$ cat config.mk
export PLATFORM = sky130hd
export DESIGN_NAME = run_queue_deque_with_key_delete
export DESIGN_NICKNAME = d
export VERILOG_FILES = /design/src/rqd_pkg.sv /design/src/rqd_ctrl.sv /design/src/rqd_dpath.sv /design/src/run_queue_deque_with_key_delete.sv
export VERILOG_INCLUDE_DIRS = /design/src /design/src/src
export SDC_FILE = /design/constraint.sdc
export NUM_CORES = 2
export LEC_CHECK = 0
export ABC_AREA = 1
export BUFFER_PORTS_ARGS = -buffer_cell sky130_fd_sc_hd__buf_4
export CAP_MARGIN = 5
export CORE_UTILIZATION = 30
export CTS_BUF_LIST = sky130_fd_sc_hd__clkbuf_2
export DETAILED_ROUTE_END_ITERATION = 6
export GPL_ROUTABILITY_DRIVEN = 1
export PLACE_DENSITY = 0.46
export SYNTH_ARGS = -nofsm -noshare
export SYNTH_HDL_FRONTEND = slang
export SYNTH_HIERARCHICAL = 1
export SYNTH_SLANG_ARGS = --single-unit
$ cat constraint.sdc
create_clock -name clk -period 17.06 [get_ports clk]
set_input_delay 3.412 -clock clk [delete_from_list [all_inputs] [get_ports clk]]
set_output_delay 3.412 -clock clk [all_outputs]
set_load 0.02 [all_outputs]
$ cat src/run_queue_deque_with_key_delete_macros.svh
// ----------------------------------------------------------------------------
// Assertion macros for the run queue deque
// Concurrent checks that drop out of synthesis builds.
// ----------------------------------------------------------------------------
`ifndef RUN_QUEUE_DEQUE_WITH_KEY_DELETE_MACROS_SVH
`define RUN_QUEUE_DEQUE_WITH_KEY_DELETE_MACROS_SVH

`ifndef SYNTHESIS
`define RQD_ASSERT_IMPLY(label, clk, rst_n, a, b) \
	label: assert property (@(posedge clk) disable iff (!rst_n) (a) |-> (b)) \
		else $error("assertion failed");
`define RQD_ASSERT_NEXT(label, clk, rst_n, a, b) \
	label: assert property (@(posedge clk) disable iff (!rst_n) (a) |=> (b)) \
		else $error("assertion failed");
`else
`define RQD_ASSERT_IMPLY(label, clk, rst_n, a, b)
`define RQD_ASSERT_NEXT(label, clk, rst_n, a, b)
`endif

`endif

$ cat src/rqd_pkg.sv
// ----------------------------------------------------------------------------
// rqd_pkg
// Types, constants and helpers shared by the run queue deque modules.
// ----------------------------------------------------------------------------
`timescale 1ns / 1ps
`default_nettype none

package rqd_pkg;

	localparam int DEPTH = 16;
	localparam int PTR_W = $clog2(DEPTH);
	localparam int CNT_W = $clog2(DEPTH + 1);
	localparam int KEY_W = 64;
	localparam int VAL_W = 64;
	localparam int POS_W = 4;
	localparam int OCC_W = 5;

	typedef logic [PTR_W-1:0] ptr_t;
	typedef logic [CNT_W-1:0] cnt_t;

	typedef enum logic [2:0] {
		OP_PUSH_TAIL = 3'd0,
		OP_PUSH_HEAD = 3'd1,
		OP_POP_HEAD  = 3'd2,
		OP_DELETE    = 3'd3,
		OP_FIND      = 3'd4,
		OP_CLEAR     = 3'd5
	} op_t;

	typedef enum logic [1:0] {
		ST_OK        = 2'd0,
		ST_EMPTY     = 2'd1,
		ST_FULL      = 2'd2,
		ST_NOT_FOUND = 2'd3
	} status_t;

	typedef enum logic [2:0] {
		S_IDLE,
		S_DECODE,
		S_POP_FIN,
		S_SCAN_RD,
		S_SCAN_CMP,
		S_SHIFT_RD,
		S_SHIFT_WR
	} state_t;

	typedef struct packed {
		logic    load;
		logic    push_tail;
		logic    push_head;
		logic    pop_rd;
		logic    pop_fin;
		logic    scan_init;
		logic    scan_rd;
		logic    scan_adv;
		logic    shift_rd;
		logic    shift_wr;
		logic    del_fin;
		logic    clear;
		logic    finish;
		logic    fin_pos;
		status_t status;
	} cmd_t;

	typedef struct packed {
		op_t  op;
		logic full;
		logic empty;
		logic scan_end;
		logic match;
		logic shift_end;
	} stat_t;

	function automatic ptr_t slot_next(input ptr_t p);
		return (p == PTR_W'(DEPTH - 1)) ? '0 : ptr_t'(p + 1'b1);
	endfunction

	function automatic ptr_t slot_prev(input ptr_t p);
		return (p == '0) ? PTR_W'(DEPTH - 1) : ptr_t'(p - 1'b1);
	endfunction

endpackage

`default_nettype wire

$ cat src/rqd_ctrl.sv
// ----------------------------------------------------------------------------
// rqd_ctrl
// Operation sequencer: decodes, walks the key scan and the compaction.
// ----------------------------------------------------------------------------
`timescale 1ns / 1ps
`default_nettype none

module rqd_ctrl (
	input  wire logic          clk,
	input  wire logic          arst_n,
	input  wire logic          start,
	output logic               busy,
	input  wire rqd_pkg::stat_t st,
	output rqd_pkg::cmd_t      cmd
);

	rqd_pkg::state_t state_q, state_d;

	always_ff @(posedge clk or negedge arst_n) begin
		if (!arst_n) begin
			state_q <= rqd_pkg::S_IDLE;
		end else begin
			state_q <= state_d;
		end
	end

	always_comb begin
		state_d    = state_q;
		cmd        = '0;
		cmd.status = rqd_pkg::ST_OK;
		busy       = (state_q != rqd_pkg::S_IDLE);
		case (state_q)
			rqd_pkg::S_IDLE: begin
				if (start) begin
					cmd.load = 1'b1;
					state_d  = rqd_pkg::S_DECODE;
				end
			end
			rqd_pkg::S_DECODE: begin
				state_d = rqd_pkg::S_IDLE;
				case (st.op)
					rqd_pkg::OP_PUSH_TAIL: begin
						cmd.finish = 1'b1;
						if (st.full) begin
							cmd.status = rqd_pkg::ST_FULL;
						end else begin
							cmd.push_tail = 1'b1;
						end
					end
					rqd_pkg::OP_PUSH_HEAD: begin
						cmd.finish = 1'b1;
						if (st.full) begin
							cmd.status = rqd_pkg::ST_FULL;
						end else begin
							cmd.push_head = 1'b1;
						end
					end
					rqd_pkg::OP_POP_HEAD: begin
						if (st.empty) begin
							cmd.finish = 1'b1;
							cmd.status = rqd_pkg::ST_EMPTY;
						end else begin
							cmd.pop_rd = 1'b1;
							state_d    = rqd_pkg::S_POP_FIN;
						end
					end
					rqd_pkg::OP_DELETE, rqd_pkg::OP_FIND: begin
						cmd.scan_init = 1'b1;
						state_d       = rqd_pkg::S_SCAN_RD;
					end
					rqd_pkg::OP_CLEAR: begin
						cmd.clear  = 1'b1;
						cmd.finish = 1'b1;
					end
					default: begin
						cmd.finish = 1'b1;
					end
				endcase
			end
			rqd_pkg::S_POP_FIN: begin
				cmd.pop_fin = 1'b1;
				cmd.finish  = 1'b1;
				state_d     = rqd_pkg::S_IDLE;
			end
			rqd_pkg::S_SCAN_RD: begin
				if (st.scan_end) begin
					cmd.finish = 1'b1;
					cmd.status = rqd_pkg::ST_NOT_FOUND;
					state_d    = rqd_pkg::S_IDLE;
				end else begin
					cmd.scan_rd = 1'b1;
					state_d     = rqd_pkg::S_SCAN_CMP;
				end
			end
			rqd_pkg::S_SCAN_CMP: begin
				if (!st.match) begin
					cmd.scan_adv = 1'b1;
					state_d      = rqd_pkg::S_SCAN_RD;
				end else if (st.op == rqd_pkg::OP_FIND) begin
					cmd.finish  = 1'b1;
					cmd.fin_pos = 1'b1;
					state_d     = rqd_pkg::S_IDLE;
				end else begin
					state_d = rqd_pkg::S_SHIFT_RD;
				end
			end
			rqd_pkg::S_SHIFT_RD: begin
				if (st.shift_end) begin
					cmd.del_fin = 1'b1;
					cmd.finish  = 1'b1;
					state_d     = rqd_pkg::S_IDLE;
				end else begin
					cmd.shift_rd = 1'b1;
					state_d      = rqd_pkg::S_SHIFT_WR;
				end
			end
			rqd_pkg::S_SHIFT_WR: begin
				cmd.shift_wr = 1'b1;
				state_d      = rqd_pkg::S_SHIFT_RD;
			end
			default: begin
				state_d = rqd_pkg::S_IDLE;
			end
		endcase
	end

endmodule

`default_nettype wire

$ cat src/rqd_dpath.sv
// ----------------------------------------------------------------------------
// rqd_dpath
// Entry storage, head/tail/count registers, scan index and result registers.
// ----------------------------------------------------------------------------
`timescale 1ns / 1ps
`default_nettype none

`include "run_queue_deque_with_key_delete_macros.svh"

module rqd_dpath (
	input  wire logic                        clk,
	input  wire logic                        arst_n,
	input  wire rqd_pkg::cmd_t               cmd,
	output rqd_pkg::stat_t                   st,
	input  wire logic [2:0]                  operation,
	input  wire logic [rqd_pkg::KEY_W-1:0]   key_in,
	input  wire logic [rqd_pkg::VAL_W-1:0]   value_in,
	output logic                             done,
	output logic [1:0]                       status,
	output logic [rqd_pkg::KEY_W-1:0]        key_out,
	output logic [rqd_pkg::VAL_W-1:0]        value_out,
	output logic [rqd_pkg::POS_W-1:0]        position,
	output logic [rqd_pkg::OCC_W-1:0]        occupancy
);

	logic [rqd_pkg::KEY_W-1:0] key_mem [rqd_pkg::DEPTH];
	logic [rqd_pkg::VAL_W-1:0] val_mem [rqd_pkg::DEPTH];

	rqd_pkg::ptr_t             head_q, tail_q, slot_q;
	rqd_pkg::cnt_t             count_q, idx_q;
	rqd_pkg::op_t              op_q;
	logic [rqd_pkg::KEY_W-1:0] key_q, key_rd_q;
	logic [rqd_pkg::VAL_W-1:0] val_q, val_rd_q;

	logic                      done_q;
	rqd_pkg::status_t          status_q;
	logic [rqd_pkg::KEY_W-1:0] key_out_q;
	logic [rqd_pkg::VAL_W-1:0] val_out_q;
	rqd_pkg::cnt_t             pos_q;

	logic                      rd_en, wr_en;
	rqd_pkg::ptr_t             rd_addr, wr_addr;
	logic [rqd_pkg::KEY_W-1:0] wr_key;
	logic [rqd_pkg::VAL_W-1:0] wr_val;
	rqd_pkg::cnt_t             idx_inc;
	logic [rqd_pkg::CNT_W:0]   ptr_sum;
	rqd_pkg::ptr_t             tail_exp;

	assign idx_inc = rqd_pkg::cnt_t'(idx_q + 1'b1);

	assign st.op        = op_q;
	assign st.full      = (count_q == rqd_pkg::CNT_W'(rqd_pkg::DEPTH));
	assign st.empty     = (count_q == '0);
	assign st.scan_end  = (idx_q == count_q);
	assign st.match     = (key_rd_q == key_q);
	assign st.shift_end = (idx_inc >= count_q);

	// memory port selection
	always_comb begin
		rd_en   = cmd.pop_rd | cmd.scan_rd | cmd.shift_rd;
		rd_addr = slot_q;
		if (cmd.pop_rd) begin
			rd_addr = head_q;
		end else if (cmd.shift_rd) begin
			rd_addr = rqd_pkg::slot_next(slot_q);
		end
		wr_en   = cmd.push_tail | cmd.push_head | cmd.shift_wr;
		wr_addr = slot_q;
		wr_key  = key_rd_q;
		wr_val  = val_rd_q;
		if (cmd.push_tail) begin
			wr_addr = tail_q;
			wr_key  = key_q;
			wr_val  = val_q;
		end else if (cmd.push_head) begin
			wr_addr = rqd_pkg::slot_prev(head_q);
			wr_key  = key_q;
			wr_val  = val_q;
		end
	end

	always_ff @(posedge clk) begin
		if (wr_en) begin
			key_mem[wr_addr] <= wr_key;
			val_mem[wr_addr] <= wr_val;
		end
	end

	always_ff @(posedge clk) begin
		if (rd_en) begin
			key_rd_q <= key_mem[rd_addr];
			val_rd_q <= val_mem[rd_addr];
		end
	end

	// operand capture
	always_ff @(posedge clk) begin
		if (cmd.load) begin
			key_q <= key_in;
			val_q <= value_in;
		end
	end

	always_ff @(posedge clk or negedge arst_n) begin
		if (!arst_n) begin
			op_q    <= rqd_pkg::OP_PUSH_TAIL;
			head_q  <= '0;
			tail_q  <= '0;
			count_q <= '0;
			slot_q  <= '0;
			idx_q   <= '0;
		end else begin
			if (cmd.load) begin
				op_q <= rqd_pkg::op_t'(operation);
			end
			if (cmd.push_tail) begin
				tail_q  <= rqd_pkg::slot_next(tail_q);
				count_q <= rqd_pkg::cnt_t'(count_q + 1'b1);
			end
			if (cmd.push_head) begin
				head_q  <= rqd_pkg::slot_prev(head_q);
				count_q <= rqd_pkg::cnt_t'(count_q + 1'b1);
			end
			if (cmd.pop_fin) begin
				head_q  <= rqd_pkg::slot_next(head_q);
				count_q <= rqd_pkg::cnt_t'(count_q - 1'b1);
			end
			if (cmd.del_fin) begin
				tail_q  <= rqd_pkg::slot_prev(tail_q);
				count_q <= rqd_pkg::cnt_t'(count_q - 1'b1);
			end
			if (cmd.clear) begin
				head_q  <= '0;
				tail_q  <= '0;
				count_q <= '0;
			end
			if (cmd.scan_init) begin
				slot_q <= head_q;
				idx_q  <= '0;
			end
			if (cmd.scan_adv || cmd.shift_wr) begin
				slot_q <= rqd_pkg::slot_next(slot_q);
				idx_q  <= idx_inc;
			end
		end
	end

	// result registers
	always_ff @(posedge clk or negedge arst_n) begin
		if (!arst_n) begin
			done_q <= 1'b0;
		end else begin
			done_q <= cmd.finish;
		end
	end

	always_ff @(posedge clk) begin
		if (cmd.finish) begin
			status_q  <= cmd.status;
			key_out_q <= cmd.pop_fin ? key_rd_q : '0;
			val_out_q <= cmd.pop_fin ? val_rd_q : '0;
			pos_q     <= cmd.fin_pos ? idx_q : '0;
		end
	end

	assign done      = done_q;
	assign status    = status_q;
	assign key_out   = key_out_q;
	assign value_out = val_out_q;
	assign position  = rqd_pkg::POS_W'(pos_q);
	assign occupancy = rqd_pkg::OCC_W'(count_q);

	// tail must always sit count entries past head
	assign ptr_sum  = (rqd_pkg::CNT_W + 1)'(head_q) + (rqd_pkg::CNT_W + 1)'(count_q);
	assign tail_exp = (ptr_sum >= (rqd_pkg::CNT_W + 1)'(rqd_pkg::DEPTH))
		? rqd_pkg::ptr_t'(ptr_sum - (rqd_pkg::CNT_W + 1)'(rqd_pkg::DEPTH))
		: rqd_pkg::ptr_t'(ptr_sum);

	`RQD_ASSERT_IMPLY(a_count_bound, clk, arst_n, 1'b1, count_q <= rqd_pkg::CNT_W'(rqd_pkg::DEPTH))
	`RQD_ASSERT_IMPLY(a_ptr_consistent, clk, arst_n, 1'b1, tail_q == tail_exp)
	`RQD_ASSERT_IMPLY(a_no_push_full, clk, arst_n, cmd.push_tail || cmd.push_head, !st.full)
	`RQD_ASSERT_NEXT(a_done_single, clk, arst_n, done_q, !done_q)

endmodule

`default_nettype wire

$ cat src/run_queue_deque_with_key_delete.sv
// Push, clear and refused ops finish in the decode state; pop reads the head entry, then
// finishes in its own state; find/delete scan the entries from head, a read and a compare per
// entry, and a delete hit then moves each later entry down one slot before the tail steps back.
// One operation at a time; busy is high until finish and the next start is taken in the
// done cycle, so an operation holds the block until its done strobe.
// Asynchronous active-low reset empties the queue; done lasts one cycle and cannot stall.
`timescale 1ns / 1ps
`default_nettype none

module run_queue_deque_with_key_delete (
	input  wire logic                      clk,
	input  wire logic                      arst_n,
	input  wire logic                      start,
	output logic                           busy,
	input  wire logic [2:0]                operation,
	input  wire logic [rqd_pkg::KEY_W-1:0] key_in,
	input  wire logic [rqd_pkg::VAL_W-1:0] value_in,
	output logic                           done,
	output logic [1:0]                     status,
	output logic [rqd_pkg::KEY_W-1:0]      key_out,
	output logic [rqd_pkg::VAL_W-1:0]      value_out,
	output logic [rqd_pkg::POS_W-1:0]      position,
	output logic [rqd_pkg::OCC_W-1:0]      occupancy
);

	rqd_pkg::cmd_t  cmd;
	rqd_pkg::stat_t st;

	rqd_ctrl u_ctrl (
		.clk    (clk),
		.arst_n (arst_n),
		.start  (start),
		.busy   (busy),
		.st     (st),
		.cmd    (cmd)
	);

	rqd_dpath u_dpath (
		.clk       (clk),
		.arst_n    (arst_n),
		.cmd       (cmd),
		.st        (st),
		.operation (operation),
		.key_in    (key_in),
		.value_in  (value_in),
		.done      (done),
		.status    (status),
		.key_out   (key_out),
		.value_out (value_out),
		.position  (position),
		.occupancy (occupancy)
	);

endmodule

`default_nettype wire
# Word level (Yosys, flattened, before mapping)
# Memories as Yosys holds them, arrays and structs flattened. A register that Yosys moved wholly into a read port is not among the register bits.
# Cells that the tools add are included.
totals:
  n_memories: 2
  out_inout_bits: 141
  reg_bits: 291
  elab_cells: 132
  ram_bits: 2048
  inputBits: 134
classes:
  magnitude_cmp: 1
  reduce_logical: 13
  mux: 72
  addsub: 8
  n_eq_ne: 18
  n_bitwise: 4
mem_list:
  columns: ["name", "depth", "width", "read_ports", "rd_ports_with_merged_regs", "wr", "line", "text"]
  rows:
  - ["u_dpath.key_mem", 16, 64, 1, 1, 1, "rqd_dpath.sv:26", "logic [rqd_pkg::KEY_W-1:0] key_mem [rqd_pkg::DEPTH];"]
  - ["u_dpath.val_mem", 16, 64, 1, 1, 1, "rqd_dpath.sv:27", "logic [rqd_pkg::VAL_W-1:0] val_mem [rqd_pkg::DEPTH];"]
op_table:
  columns: ["op", "n"]
  rows:
  - ["64-bit 2-to-1 mux", 4]
  - ["4-bit 2-to-1 mux", 17]
  - ["64-bit == test", 1]
  - ["5-bit 2-to-1 mux", 7]
  - ["1-bit 2-to-1 mux", 27]
  - ["3-bit 2-to-1 mux", 6]
  - ["3-bit one-hot mux with 6 select lines", 1]
  - ["3-bit == test (second input constant)", 5]
  - ["4-bit by 1-bit adder with 4-bit output (second input constant)", 3]
  - ["3-bit by 2-bit == test with 1-bit output (second input constant)", 4]
  - ["4-bit == test (second input constant)", 3]
  - ["5-bit by 1-bit adder with 5-bit output (second input constant)", 2]
  - ["2-bit 2-to-1 mux", 5]
  - ["3-bit nonzero test", 3]
  - ["4-bit zero test", 2]
  - ["2-bit one-hot mux with 2 select lines", 2]
  - ["4-bit by 1-bit subtractor with 4-bit output (second input constant)", 2]
  - ["3-bit by 1-bit == test with 1-bit output (second input constant)", 2]
  - ["3-bit zero test", 2]
  - ["3-bit one-hot mux with 2 select lines", 1]
  - ["5-bit == test", 1]
  - ["5-bit == test (second input constant)", 1]
  - ["5-bit greater-or-equal comparator", 1]
  - ["5-bit zero test", 1]
  - ["other kinds (9)", 13]

# Depth between registers and ports, before layout
depth:
  word_depth: 9
  depth_mapped: 20
  mapped_depth_nobuf: 18

# By module
# The synthesis kept the hierarchy.
modules_own_cells:
  columns: ["module", "instances", "seq_area_each_um2", "area_per_inst_um2", "cells_per_inst"]
  rows:
  - ["rqd_dpath", 1, 73860.8, 105007.0, 9201]
  - ["rqd_ctrl", 1, 75.1, 387.9, 68]

# Least setup slack after synthesis
# OpenSTA, ideal clock, no wires.
synth_path:
  path_kind: "input -> register"
  startpoint: "input port start"
  endpoint: "register u_dpath.op_q[0]"
  path_stages: 3
  arrival_time_ns: 9.684
  setup_ns: 0.093
  n_path_buf: 0
  path_slack_ns: 7.283
  required_ns: 16.967
  path_cell_list: "inv_1 > nor2_1 > mux2_2"
synth_lines:
  columns: ["element", "line", "text"]
  rows:
  - ["from (decl)", "run_queue_deque_with_key_delete.sv:13", "input wire logic start,"]
  - ["to (signal assigned)", "rqd_dpath.sv:106", "op_q <= rqd_pkg::OP_PUSH_TAIL;"]
  - ["to (signal assigned)", "rqd_dpath.sv:114", "op_q <= rqd_pkg::op_t'(operation);"]
  - ["to (decl)", "rqd_dpath.sv:31", "rqd_pkg::op_t op_q;"]

==> results.sh <==
export IMPL_status="complete, no violations"
export IMPL_cp_max_fo=138
export IMPL_worstMarginPinSlew_ps=1302
export IMPL_cellPowerDensity_nw_per_um2=181.9
export IMPL_worst_clock_skew_ps=192.6
export IMPL_grt_pass1_wl_um=478500
export IMPL_hold_violations=0
export IMPL_met2_usage_pct=29.29
export IMPL_final_cell_mix="2438 x edfxtp_1, 2164 x nand2_1, 1963 x nand3_1"
export IMPL_die_area_um2=353700
export IMPL_synth_simple_gate_area_share_pct=22.40
export IMPL_yosys_top_cells_area="edfxtp_1 69%, nand3_1 9.3%, nand2_1 7.7%"
export IMPL_endpoint_kind="flip-flop"
export IMPL_synth_nets=9416
export IMPL_clkTransAtPathRegs_ps=100
export IMPL_drv_cap=0
export IMPL_fmax_mhz=138.3
export IMPL_grt_pass1_vias=70710
export IMPL_hold_path_class="flip-flop to flip-flop"
export IMPL_cts_sinks=2467
export IMPL_cts_buffers=663
export IMPL_layout_drive_gt1_share_pct=14.78
export IMPL_port_buffer_count=274
export IMPL_synth_top_cell_area_share_pct=69.46
export IMPL_die_h_um=594.7
export IMPL_crit_required_ps=18840
export IMPL_core_area_um2=349400
export IMPL_pre_cts_ws_ps=9882
export IMPL_net_switching_power_mw=9.129
export IMPL_rows=217
export IMPL_slew_viol_final=0
export IMPL_synthCells=9269
export IMPL_final_util_pct=33.87
export IMPL_leakage_nw=47.44
export IMPL_synth_seq_cells=2467
export IMPL_power_frac_clock_pct=19.7
export IMPL_synth_adder_area_share_pct=0.1543
export IMPL_synth_cell_types=38
export IMPL_drcViolationCount=0
export IMPL_fin_nets=9935
export IMPL_totalWireLength_um=327400
export IMPL_antenna_left=0
export IMPL_dr_pass1_iters=7
export IMPL_p_int_mw=12.41
export IMPL_clock_path_buffers=4
export IMPL_timing_slew_headroom_pct=13.19
export IMPL_muxShareOfSynthArea_pct=0.03205
export IMPL_syn_to_final_growth_pct=12.31
export IMPL_antenna_found_initial=9
export IMPL_grt_ovfl_total=0
export IMPL_busiest_layer="met2"
export IMPL_sequentialPowerShare_pct=41.4
export IMPL_grt_max_degree=231
export IMPL_synth_avg_cell_area_um2=11.37
export IMPL_start_util_pct=30.16
export IMPL_io_pins=275
export IMPL_setup_slack_ps=9830
export IMPL_cp_arrival_ps=9010
export IMPL_swShare_pct=42.39
export IMPL_netlist_area_um2=105400
export IMPL_crit_buf_inv=4
export IMPL_total_power_mw=21.54
export IMPL_slowest_delay_ps=870
export IMPL_layout_commonest_cell="edfxtp_1"
export IMPL_crit_chain="ha_1 -> ha_1 -> a21oi_1 -> o21bai_1 -> a21oi_1 -> o21bai_1 -> nor2_1 -> inv_1 -> nor2_1 -> nand2_8 -> nand2_8 -> buf_4 -> buf_4 -> buf_4 -> nand2_1 -> nand3_1 -> nand3_1 -> nand3_1 -> nand2_1"
export IMPL_setup_violations=0
export IMPL_cts_tree="yes"
export IMPL_crit_family="buffers and inverters"
export IMPL_vias=71490
export IMPL_yosysSeqAreaShare_pct=70.15
export IMPL_vdd_ir_drop_max_v=0.0002130
export IMPL_combinationalPowerShare_pct=38.9
export IMPL_tns_ps=0
export IMPL_rsz0062_at_grt="no"
export IMPL_fin_crit_ps=7230
export IMPL_met1_usage_pct=24.77
export IMPL_cts_resized=0
export IMPL_cpMaxStageDelayCell="buf_4"
export IMPL_drt_iter0_drc=5649
export IMPL_synth_top_cell_by_area="edfxtp_1"
export IMPL_yosys_warnings=6
export IMPL_cts_root_buf="clkbuf_2"
export IMPL_clk_latency_ps=2060
export IMPL_ctsHoldBuffers=0
export IMPL_crit_type="flip-flop to flip-flop"
export IMPL_synth_top_family_by_area="simple AND/OR/NAND/NOR gates"
export IMPL_cts_setup_buffers=0
export IMPL_gp_congestion=0.7604
export IMPL_vias_per_cell=4.814
export IMPL_htree_levels=6
export IMPL_routedWlPerCell_um=22.05
export IMPL_dp_hpwl_um=161500
export IMPL_startpoint_type="flip-flop"
export IMPL_grtUsageTotal_pct=17.98
export IMPL_synth_compound_area_share_pct=0.4428
export IMPL_grtUsageMet3_pct=2.598
export IMPL_die_x_um=594.7
export IMPL_fin_crit_sh_pct=42.38
export IMPL_synthXorXnorAreaFrac_pct=0.4404
## power groups by stage
| stage | combinational, mW | clock [mW] | sequential, mW |
|---|---|---|---|
| 5_1_grt | 9.27 | 4.72 | 8.98 |
| 2_1_floorplan | 5.16 | 0 | 9.19 |
| 3_5_place_dp | 8.45 | 0 | 9.05 |
| 6_report | 8.37 | 4.25 | 8.91 |
| 3_3_place_gp | 8.37 | 0 | 9.06 |
| 4_1_cts | 8.47 | 4.46 | 8.93 |
## cell usage after synthesis
| master | n |
|---|---|
| edfxtp_1 | 2438 |
| nand2_1 | 2164 |
| nand3_1 | 1964 |
| inv_1 | 1144 |
| nand3b_1 | 675 |
| clkbuf_1 | 330 |
| buf_2 | 167 |
| buf_1 | 79 |
| nor2_1 | 61 |
| o21ai_0 | 47 |
| dfrtp_1 | 29 |
| xnor2_1 | 28 |
| xor2_1 | 25 |
| or2_2 | 24 |
| nor3_1 | 15 |
| ha_1 | 13 |
| o22ai_1 | 11 |
| nand4_1 | 10 |
| a21oi_1 | 9 |
| inv_2 | 5 |
| buf_4 | 4 |
| mux2_2 | 3 |
| nand2_2 | 3 |
| o221ai_1 | 3 |
| a22oi_1 | 2 |
| o211ai_1 | 2 |
| o21a_1 | 2 |
| o21bai_1 | 2 |
| a211oi_1 | 1 |
| a21oi_2 | 1 |
| a31oi_1 | 1 |
| and3_1 | 1 |
| buf_6 | 1 |
| nor3_2 | 1 |
| nor3_4 | 1 |
| nor4_1 | 1 |
| nor4_2 | 1 |
| o21ai_2 | 1 |
## worst paths after layout
check                                           from                    end  slack [ps]  cells after the start
min in group asynchronous                     arst_n   u_dpath/occupancy[3]        1300                      1
worst max register to register      u_dpath/idx_q[0]   u_dpath/val_rd_q[23]        9830                     19
worst min register to register  u_dpath/val_rd_q[32]  u_dpath/value_out[32]         460                      2
worst max-delay path                u_dpath/idx_q[0]   u_dpath/val_rd_q[23]        9830                     19
worst min-delay path            u_dpath/val_rd_q[32]  u_dpath/value_out[32]         460                      2
max in group asynchronous                     arst_n      u_dpath/tail_q[2]       15400                      1
## layout make-up
cell class / instances / area (um2)
antenna: 6 / 15.01
clock buffer: 948 / 4745
clock inverter: 175 / 1210
fill: 35140 / 231100
inverter: 1149 / 4350
multi-input combinational: 5072 / 24950
sequential: 2467 / 73940
tap: 4599 / 5754
timing repair buffer: 435 / 3403
## through the flow
step | instance area (um2) | hold WS (ps) | instances
global placement | 112400 | 538.1 | 13720
global route | 118400 | 509.5 | 14850
finish | 118400 | 461.0 | 14850
CTS | 118300 | 440.8 | 14850
floorplan | 105400 | 507.1 | 9269
detailed placement | 112400 | 528.6 | 13720
## worst min-delay path, cell delays in order (launching register included)
cell and delay, ps:
edfxtp_1 370, nand2_1 60, inv_1 50
## flip-flops by register name, indices dropped and copies added (netlist names)
name / cells
u_dpath/value_out: 64
u_dpath/done: 1
u_dpath/op_q: 3
u_dpath/status: 2
u_dpath/pos_q: 4
u_dpath/slot_q: 4
u_dpath/occupancy: 5
u_dpath/key_rd_q: 64
u_dpath/val_q: 64
u_dpath/head_q: 4
u_ctrl/state_q: 3
u_dpath/val_mem: 1024
u_dpath/key_out: 64
u_dpath/tail_q: 4
u_dpath/idx_q: 5
u_dpath/key_mem: 1024
u_dpath/val_rd_q: 64
u_dpath/key_q: 64
## logic make-up after synthesis
group	Yosys count
adder cells (fa/ha/maj)	13
AND/OR/NAND/NOR	4921
multiplexers	3
XOR/XNOR	53
AO/OA/AOI/OAI	82
buffers and inverters	1730
flip-flops	2467
## routing by layer
layer / vias to the layer above / share of wire [%]
met5: - / 0.026
met4: 12 / 2.4
met3: 544 / 5.6
met2: 2395 / 47
met1: 35450 / 45
li1: 33100 / -
(Power assumes the default switching activity.)
